**config.mk**
```make
export PLATFORM = sky130hd
export DESIGN_NAME = lattice_hint_compute_core
export DESIGN_NICKNAME = d
export VERILOG_FILES = /design/src/hw/rtl/lhc_pkg.sv /design/src/hw/rtl/lhc_prep.sv /design/src/hw/rtl/lhc_shift.sv /design/src/hw/rtl/lhc_fin.sv /design/src/hw/rtl/lattice_hint_compute_core.sv
export SDC_FILE = /design/constraint.sdc
export NUM_CORES = 2
export LEC_CHECK = 0
export CORE_MARGIN = 2
export CORE_UTILIZATION = 62
export CTS_CLUSTER_DIAMETER = 120
export CTS_CLUSTER_SIZE = 25
export DETAILED_ROUTE_END_ITERATION = 10
export DONT_BUFFER_PORTS = 1
export PLACE_DENSITY_LB_ADDON = 0.05
export SLEW_MARGIN = 0
export SYNTH_ARGS = -nofsm -noshare
export SYNTH_HDL_FRONTEND = slang
export SYNTH_SLANG_ARGS = --single-unit
export TNS_END_PERCENT = 30
```
**constraint.sdc**
```tcl
create_clock -name clk -period 29.9 [get_ports clk]
set_input_delay 1.495 -clock clk [delete_from_list [all_inputs] [get_ports clk]]
set_output_delay 1.495 -clock clk [all_outputs]
set_load 0.01 [all_outputs]
```
**src/hw/rtl/lhc_pkg.sv**
```systemverilog
// ----------------------------------------------------------------------------
// lhc_pkg
// Shared types and constants of the lattice hint compute core.
// ----------------------------------------------------------------------------
package lhc_pkg;

	// field widths
	localparam int unsigned COEFF_W  = 24;
	localparam int unsigned W1_W     = 12;
	localparam int unsigned HINT_W   = 13;
	localparam int unsigned WORD_W   = 32;
	localparam int unsigned Q_W      = 17;
	localparam int unsigned ALPHA_W  = 13;
	localparam int unsigned GAMMA_W  = 17;
	localparam int unsigned MULT_W   = 32;
	localparam int unsigned SHIFT_W  = 6;
	localparam int unsigned PROD_W   = 2 * WORD_W;

	// stream widths
	localparam int unsigned IN_DATA_W  = 112;
	localparam int unsigned IN_USER_W  = 2;
	localparam int unsigned OUT_DATA_W = 16;

	// configuration port
	localparam int unsigned CFG_IDX_W  = 3;
	localparam int unsigned CFG_DATA_W = 32;

	localparam logic [CFG_IDX_W-1:0] REG_MODULUS_Q   = 3'd0;
	localparam logic [CFG_IDX_W-1:0] REG_HINT_ALPHA  = 3'd1;
	localparam logic [CFG_IDX_W-1:0] REG_GAMMA_TWO   = 3'd2;
	localparam logic [CFG_IDX_W-1:0] REG_BARRETT_MUL = 3'd3;
	localparam logic [CFG_IDX_W-1:0] REG_BARRETT_SHR = 3'd4;

	// reset values
	localparam logic [Q_W-1:0]     RST_MODULUS_Q   = 17'd119297;
	localparam logic [ALPHA_W-1:0] RST_HINT_ALPHA  = 13'd4096;
	localparam logic [GAMMA_W-1:0] RST_GAMMA_TWO   = 17'd2;
	localparam logic [MULT_W-1:0]  RST_BARRETT_MUL = 32'd0;
	localparam logic [SHIFT_W-1:0] RST_BARRETT_SHR = 6'd32;

	// configuration registers as seen by the datapath
	typedef struct packed {
		logic [Q_W-1:0]     modulus_q;
		logic [ALPHA_W-1:0] hint_alpha;
		logic [GAMMA_W-1:0] gamma_two;
		logic [MULT_W-1:0]  barrett_multiplier;
		logic [SHIFT_W-1:0] barrett_shift;
	} lhc_cfg_t;

	// one input coefficient set
	typedef struct packed {
		logic signed [COEFF_W-1:0] w_coeff;
		logic signed [COEFF_W-1:0] z2_coeff;
		logic signed [COEFF_W-1:0] challenge_coeff;
		logic signed [COEFF_W-1:0] b0c_coeff;
		logic [W1_W-1:0]           w1_coeff;
		logic                      first_row;
		logic                      bit_b;
	} lhc_item_t;

endpackage

```
**src/hw/rtl/lhc_prep.sv**
```systemverilog
// ----------------------------------------------------------------------------
// lhc_prep
// Forms w_hat, lifts a negative value by q and adds the rounding offset.
// ----------------------------------------------------------------------------
module lhc_prep (
	input  lhc_pkg::lhc_item_t          item,
	input  lhc_pkg::lhc_cfg_t           cfg,
	output logic [lhc_pkg::WORD_W-1:0]  v
);
	import lhc_pkg::*;

	logic [WORD_W-1:0] w_ext;
	logic [WORD_W-1:0] z2_ext;
	logic [WORD_W-1:0] c_ext;
	logic [WORD_W-1:0] b0c_ext;
	logic [WORD_W-1:0] c_add;
	logic [WORD_W-1:0] w_hat;
	logic [WORD_W-1:0] lift;
	logic [WORD_W-1:0] half_gamma;

	// sign extend the coefficients to the 32-bit word
	assign w_ext   = {{(WORD_W-COEFF_W){item.w_coeff[COEFF_W-1]}}, item.w_coeff};
	assign z2_ext  = {{(WORD_W-COEFF_W){item.z2_coeff[COEFF_W-1]}}, item.z2_coeff};
	assign c_ext   = {{(WORD_W-COEFF_W){item.challenge_coeff[COEFF_W-1]}},
		item.challenge_coeff};
	assign b0c_ext = {{(WORD_W-COEFF_W){item.b0c_coeff[COEFF_W-1]}}, item.b0c_coeff};

	// challenge only on row zero with the flag clear
	assign c_add = (item.first_row && !item.bit_b) ? c_ext : '0;

	assign w_hat = w_ext - z2_ext + c_add + b0c_ext;

	// lift negative values by the modulus
	assign lift = w_hat[WORD_W-1] ? {{(WORD_W-Q_W){1'b0}}, cfg.modulus_q} : '0;

	// rounding offset gamma2 / 2
	assign half_gamma = {{(WORD_W-GAMMA_W+1){1'b0}}, cfg.gamma_two[GAMMA_W-1:1]};

	assign v = w_hat + lift + half_gamma;

endmodule

```
**src/hw/rtl/lhc_shift.sv**
```systemverilog
// ----------------------------------------------------------------------------
// lhc_shift
// Barrett quotient: right shift of the 64-bit product, low word kept.
// ----------------------------------------------------------------------------
module lhc_shift (
	input  logic [lhc_pkg::PROD_W-1:0]  prod,
	input  lhc_pkg::lhc_cfg_t           cfg,
	output logic [lhc_pkg::WORD_W-1:0]  hb
);
	import lhc_pkg::*;

	logic [PROD_W-1:0] shifted;

	// barrel shift by the programmed amount
	assign shifted = prod >> cfg.barrett_shift;
	assign hb      = shifted[WORD_W-1:0];

endmodule

```
**src/hw/rtl/lhc_fin.sv**
```systemverilog
// ----------------------------------------------------------------------------
// lhc_fin
// Folds the high part into range and centres w1 minus it modulo alpha.
// ----------------------------------------------------------------------------
module lhc_fin (
	input  logic [lhc_pkg::WORD_W-1:0]  hb,
	input  logic [lhc_pkg::W1_W-1:0]    w1,
	input  lhc_pkg::lhc_cfg_t           cfg,
	output logic [lhc_pkg::HINT_W-1:0]  hint
);
	import lhc_pkg::*;

	logic [WORD_W-1:0] alpha;
	logic [WORD_W-1:0] half_alpha;
	logic [WORD_W-1:0] over_diff;
	logic [WORD_W-1:0] hb_fold;
	logic [WORD_W-1:0] h_raw;
	logic [WORD_W-1:0] h_pos;
	logic [WORD_W-1:0] cent_diff;
	logic [WORD_W-1:0] h_cent;

	assign alpha      = {{(WORD_W-ALPHA_W){1'b0}}, cfg.hint_alpha};
	assign half_alpha = {{(WORD_W-ALPHA_W+1){1'b0}}, cfg.hint_alpha[ALPHA_W-1:1]};

	// high part at or above alpha wraps back by alpha
	assign over_diff = alpha - (hb + 32'd1);
	assign hb_fold   = over_diff[WORD_W-1] ? (hb - alpha) : hb;

	// difference lifted into the positive range
	assign h_raw = {{(WORD_W-W1_W){1'b0}}, w1} - hb_fold;
	assign h_pos = h_raw[WORD_W-1] ? (h_raw + alpha) : h_raw;

	// values above alpha / 2 move to the negative side
	assign cent_diff = half_alpha - h_pos;
	assign h_cent    = cent_diff[WORD_W-1] ? (h_pos - alpha) : h_pos;

	assign hint = h_cent[HINT_W-1:0];

endmodule

```
**src/hw/rtl/lattice_hint_compute_core.sv**
```systemverilog
// ----------------------------------------------------------------------------
// lattice_hint_compute_core
// Per-coefficient hint maker with a programmable Barrett decomposition.
// ----------------------------------------------------------------------------
// Usage:
//  - s_axis carries one coefficient set per transaction; m_axis returns one
//    13-bit centred hint per accepted set, in order.
//  - cfg_* writes the five decomposition registers; cfg_ready is always high.
//    Write them only while no transaction is in flight.
//  - five register stages: input, prepare, 32x32 product, shift, result.
//    An accepted transaction's hint is valid once it reaches the result stage.
//  - throughput is one transaction per cycle; the single pipelined multiplier
//    sets the stage boundary; while m_axis_tready is high every stage takes
//    a new item each cycle. Else the pipeline fills up and then drops
//    s_axis_tready; a stage moves on as soon as the one after it frees.
//  - arst_n clears all valid flags and loads the register reset values
//    (modulus 119297, alpha 4096, gamma2 2, multiplier 0, shift 32).
// ----------------------------------------------------------------------------
module lattice_hint_compute_core (
	input  logic                            clk,
	input  logic                            arst_n,
	// w_coeff[23:0], z2_coeff[47:24], challenge_coeff[71:48],
	// b0c_coeff[95:72], w1_coeff[107:96], zero[111:108]
	input  logic [lhc_pkg::IN_DATA_W-1:0]   s_axis_tdata,
	// first_row[0], bit_b[1]
	input  logic [lhc_pkg::IN_USER_W-1:0]   s_axis_tuser,
	input  logic                            s_axis_tvalid,
	output logic                            s_axis_tready,
	// hint_value[12:0], zero[15:13]
	output logic [lhc_pkg::OUT_DATA_W-1:0]  m_axis_tdata,
	output logic                            m_axis_tvalid,
	input  logic                            m_axis_tready,
	input  logic                            cfg_valid,
	output logic                            cfg_ready,
	input  logic [lhc_pkg::CFG_IDX_W-1:0]   cfg_index,
	input  logic [lhc_pkg::CFG_DATA_W-1:0]  cfg_data
);
	import lhc_pkg::*;

	lhc_cfg_t          cfg_q;
	lhc_item_t         item_in;
	lhc_item_t         item_s1;
	logic              vld_s1;
	logic              vld_s2;
	logic              vld_s3;
	logic              vld_s4;
	logic              vld_s5;
	logic              rdy_s1;
	logic              rdy_s2;
	logic              rdy_s3;
	logic              rdy_s4;
	logic              rdy_s5;
	logic [WORD_W-1:0] v_comb;
	logic [WORD_W-1:0] v_s2;
	logic [W1_W-1:0]   w1_s2;
	logic [PROD_W-1:0] prod_s3;
	logic [W1_W-1:0]   w1_s3;
	logic [WORD_W-1:0] hb_comb;
	logic [WORD_W-1:0] hb_s4;
	logic [W1_W-1:0]   w1_s4;
	logic [HINT_W-1:0] hint_comb;
	logic [HINT_W-1:0] hint_s5;

	// configuration registers
	assign cfg_ready = 1'b1;

	always_ff @(posedge clk or negedge arst_n) begin
		if (!arst_n) begin
			cfg_q.modulus_q          <= RST_MODULUS_Q;
			cfg_q.hint_alpha         <= RST_HINT_ALPHA;
			cfg_q.gamma_two          <= RST_GAMMA_TWO;
			cfg_q.barrett_multiplier <= RST_BARRETT_MUL;
			cfg_q.barrett_shift      <= RST_BARRETT_SHR;
		end else if (cfg_valid && cfg_ready) begin
			unique case (cfg_index)
				REG_MODULUS_Q:   cfg_q.modulus_q          <= cfg_data[Q_W-1:0];
				REG_HINT_ALPHA:  cfg_q.hint_alpha         <= cfg_data[ALPHA_W-1:0];
				REG_GAMMA_TWO:   cfg_q.gamma_two          <= cfg_data[GAMMA_W-1:0];
				REG_BARRETT_MUL: cfg_q.barrett_multiplier <= cfg_data[MULT_W-1:0];
				REG_BARRETT_SHR: cfg_q.barrett_shift      <= cfg_data[SHIFT_W-1:0];
				default: ;
			endcase
		end
	end

	// unpack the input transaction
	assign item_in.w_coeff         = s_axis_tdata[23:0];
	assign item_in.z2_coeff        = s_axis_tdata[47:24];
	assign item_in.challenge_coeff = s_axis_tdata[71:48];
	assign item_in.b0c_coeff       = s_axis_tdata[95:72];
	assign item_in.w1_coeff        = s_axis_tdata[107:96];
	assign item_in.first_row       = s_axis_tuser[0];
	assign item_in.bit_b           = s_axis_tuser[1];

	// stage may load when empty or when the next stage takes its item
	assign rdy_s5 = !vld_s5 || m_axis_tready;
	assign rdy_s4 = !vld_s4 || rdy_s5;
	assign rdy_s3 = !vld_s3 || rdy_s4;
	assign rdy_s2 = !vld_s2 || rdy_s3;
	assign rdy_s1 = !vld_s1 || rdy_s2;

	assign s_axis_tready = rdy_s1;

	// valid flags
	always_ff @(posedge clk or negedge arst_n) begin
		if (!arst_n) begin
			vld_s1 <= 1'b0;
			vld_s2 <= 1'b0;
			vld_s3 <= 1'b0;
			vld_s4 <= 1'b0;
			vld_s5 <= 1'b0;
		end else begin
			if (rdy_s1) vld_s1 <= s_axis_tvalid;
			if (rdy_s2) vld_s2 <= vld_s1;
			if (rdy_s3) vld_s3 <= vld_s2;
			if (rdy_s4) vld_s4 <= vld_s3;
			if (rdy_s5) vld_s5 <= vld_s4;
		end
	end

	// datapath logic between stages
	lhc_prep u_prep (
		.item (item_s1),
		.cfg  (cfg_q),
		.v    (v_comb)
	);

	lhc_shift u_shift (
		.prod (prod_s3),
		.cfg  (cfg_q),
		.hb   (hb_comb)
	);

	lhc_fin u_fin (
		.hb   (hb_s4),
		.w1   (w1_s4),
		.cfg  (cfg_q),
		.hint (hint_comb)
	);

	// payload registers
	always_ff @(posedge clk) begin
		if (rdy_s1) begin
			item_s1 <= item_in;
		end
		if (rdy_s2) begin
			v_s2  <= v_comb;
			w1_s2 <= item_s1.w1_coeff;
		end
		if (rdy_s3) begin
			prod_s3 <= PROD_W'(v_s2) * PROD_W'(cfg_q.barrett_multiplier);
			w1_s3   <= w1_s2;
		end
		if (rdy_s4) begin
			hb_s4 <= hb_comb;
			w1_s4 <= w1_s3;
		end
		if (rdy_s5) begin
			hint_s5 <= hint_comb;
		end
	end

	assign m_axis_tvalid = vld_s5;
	assign m_axis_tdata  = {{(OUT_DATA_W-HINT_W){1'b0}}, hint_s5};

	// an item leaving stage four lands in the result stage
	a_fwd_result: assert property (@(posedge clk) disable iff (!arst_n)
		(vld_s4 && rdy_s5) |=> vld_s5)
		else $error("item lost between shift and result stage");

	// input stalls only when every stage holds an item
	a_stall_cause: assert property (@(posedge clk) disable iff (!arst_n)
		!s_axis_tready |-> (vld_s1 && vld_s2 && vld_s3 && vld_s4 && vld_s5))
		else $error("input stalled with a free stage");

	// an accepting receiver keeps the input open
	a_flow: assert property (@(posedge clk) disable iff (!arst_n)
		m_axis_tready |-> s_axis_tready)
		else $error("input stalled while output drains");

endmodule
```
==> flow_summary.ini <==
[outcome]
outcome = finished, final reports clean

[logic_synthesis]
syn_area_um2 = 56900
synthTopCellsByArea = fa_1 (33%), edfxtp_1 (15%), ha_1 (8.9%), inv_1 (7.7%), nand2_1 (5.5%)
synth_edf_count = 287
yosysTopAreaCell = fa_1
synth_top_cells_by_count = inv_1 (1164), fa_1 (944), nand2_1 (838)
synthArstFlopShare_pct = 23.7
ys_types = 93
synth_warnings = 0
yosysSeqAreaShare_pct = 19.1
avgSynthCellArea_um2 = 9.66
synth_top_area_share_pct = 33.2
syn_inst = 5888
synth_most_common_cell = inv_1
synth_ff_type = edfxtp_1
ys_ff_latch = 376

[setup_path]
critPathMaxStageDelay_ps = 490
crit_path_top_delay_cell = fa_1
r2r_slack_ps = 18410
critPathBufInv = 2
timing.rr.start = item_s1[62]
cp.required_ps = 30370
crit_start = item_s1[62]
crit_family = compound AO/OA/AOI/OAI gates
reg2regPathDepth = 51
crit_cells = 51
crit_path_start_kind = flop
r2r-end = v_s2[31]
critical_path_class = reg -> reg
end_kind = flop
crit_fanout = 22
worstPathArrival_ps = 11960
cp_common_cell = a21oi_1
crit_path_end = v_s2[31]

[routing]
ant_nets = 0
wl_mm = 135
vias = 39700
route.detailed.drc = 0
routedWlPerCell_um = 19.6
dr.pass1.iters = 6
first_iter_violations = 2560
viasPerCell = 5.73

[cts]
cts_root_buf = clkbuf_16
cts_buffers = 22
cts_max_path_buffers = 3
postCtsSetupBuffers = 0
clkLatencyLatePin_ps = 620
clkSlewWorstSetupHoldPaths_ps = 100
cts.hold.buffers_added = 0
cts.sinks = 376
htreeDepth = 1
cts_resized = 0
cts_tree = done

[grt]
grt_pass1_wl_mm = 221
gr-usage-all-layers_pct = 29.8
grt.overflow.total = 0
antenna_found_initial = 12
grt_max_degree = 90
grt_pass1_vias = 41500

[die]
fp.dieW_um = 307
core_um2 = 91200
ios = 173
initial_core_util_pct = 62.3
rows = 111
dieHeight_um = 307
design.die.area_um2 = 94100

[sta]
rsz0062_at_grt = false
fin_tns_setup_ps = 0
max_freq_mhz = 87.0
hold_slack_ps = 417
hold_viol_final = 0
slew_violations = 0
fin_crit_sh_pct = 38.4
slew_headroom_pct = 22.8
clock_skew_ps = 29.7
finalSetupViolCount = 0
post-route-min-period_ps = 11490
tightest_slew_ps = 1150

[layout]
antenna_cells = 0
area_growth_pct = 3.30
drive_gt1_share_pct = 5.12
nNetsFinal = 7225

[flow_run]
cap_violations = 0

[placed_design]
io_buffers = 0
place.gp.congestion = 0.934
hpwlAfterDp_mm = 110

[worst_hold_path]
hold_class = reg -> reg
[metrics by stage]
stage,cell area (um2),utilization (%),cells,setup WS [ps]
CTS,58700,64.4,6924,18390
floorplan,56900,-,5890,19950
global placement,58000,63.5,6884,18630
global route,58700,64.4,6924,17390
detailed placement,58000,63.5,6884,18510
finish,58700,64.4,6924,18410
[state kept, by name (all words and copies together) (netlist names)]
register / count
cfg_q: 84
w1_s2: 12
item_s1: 110
vld_s2: 1
w1_s4: 12
w1_s3: 12
vld_s3: 1
prod_s3: 64
vld_s1: 1
vld_s4: 1
hb_s4: 32
hint_s5: 13
m_axis_tvalid: 1
v_s2: 32
[cell usage in the layout (no fill, tap or decap), drive strengths merged, types with 18 or more instances in the layout]
| cell | n |
|---|---|
| buf | 82 |
| edfxtp | 287 |
| mux4 | 48 |
| clkbuf | 31 |
| o22ai | 21 |
| o21a | 22 |
| ha | 405 |
| o21ai | 145 |
| inv | 1167 |
| nand4 | 18 |
| xnor2 | 140 |
| a21o | 65 |
| mux2 | 81 |
| or3 | 23 |
| nor2 | 160 |
| dfrtp | 80 |
| nand3 | 40 |
| and2 | 404 |
| fa | 944 |
| mux2i | 72 |
| nand2 | 838 |
| nand2b | 35 |
| xor2 | 58 |
| a21oi | 186 |
| nor3 | 43 |
| nor2b | 41 |
| a211oi | 30 |
| o21bai | 49 |
[area by class of cell]
cell class / count / area, um2
clock buffer: 31 / 584
clock inverter: 9 / 174
fill: 7623 / 32500
inverter: 1165 / 4370
multi-input combinational: 4075 / 40600
sequential: 376 / 10900
tap: 1186 / 1480
timing repair buffer: 82 / 616
[per-layer routing]
layer  GRT usage (%)  vias up  routed length (um)
li1                -    18100                   -
met1            41.7    20100               58000
met2            48.4     1257               63400
met3            6.05      183               11100
met4            6.10       10                2760
met5               0        -                  67
[how the worst min path moves through the flow]
stage               depth (start not counted)  slack (ps)       start        to
finish                                      0         420    w1_s3[4]  w1_s4[4]
global route                                0         430    w1_s3[6]  w1_s4[6]
CTS                                         0         420    w1_s3[4]  w1_s4[4]
detailed placement                          0         400    w1_s3[4]  w1_s4[4]
global placement                            0         400    w1_s3[1]  w1_s4[1]
floorplan                                   0         400  item_s1[2]  w1_s2[0]
[kinds of logic after synthesis]
kind of cell,after synthesis,share of synthesized area (%)
flops,376,19.1
simple gates,1673,14.0
other cells,2,0.0132
mux,201,4.77
fa+ha+maj,1349,42.1
compound gates,649,7.31
buf+inv,1439,9.56
xor+xnor,199,3.10
[worst reg2reg max path: cells and delay by family (launching register included)]
kind	cells	cell delay, ps
AO/OA/AOI/OAI	30	6110
XOR/XNOR	1	190
adder cells (fa/ha/maj)	7	2610
buffers and inverters	2	340
flip-flops	1	380
AND/OR/NAND/NOR	11	1740
Power is not shown: default switching activity piles up to over one toggle a cycle in this logic, so the estimate is an artifact.
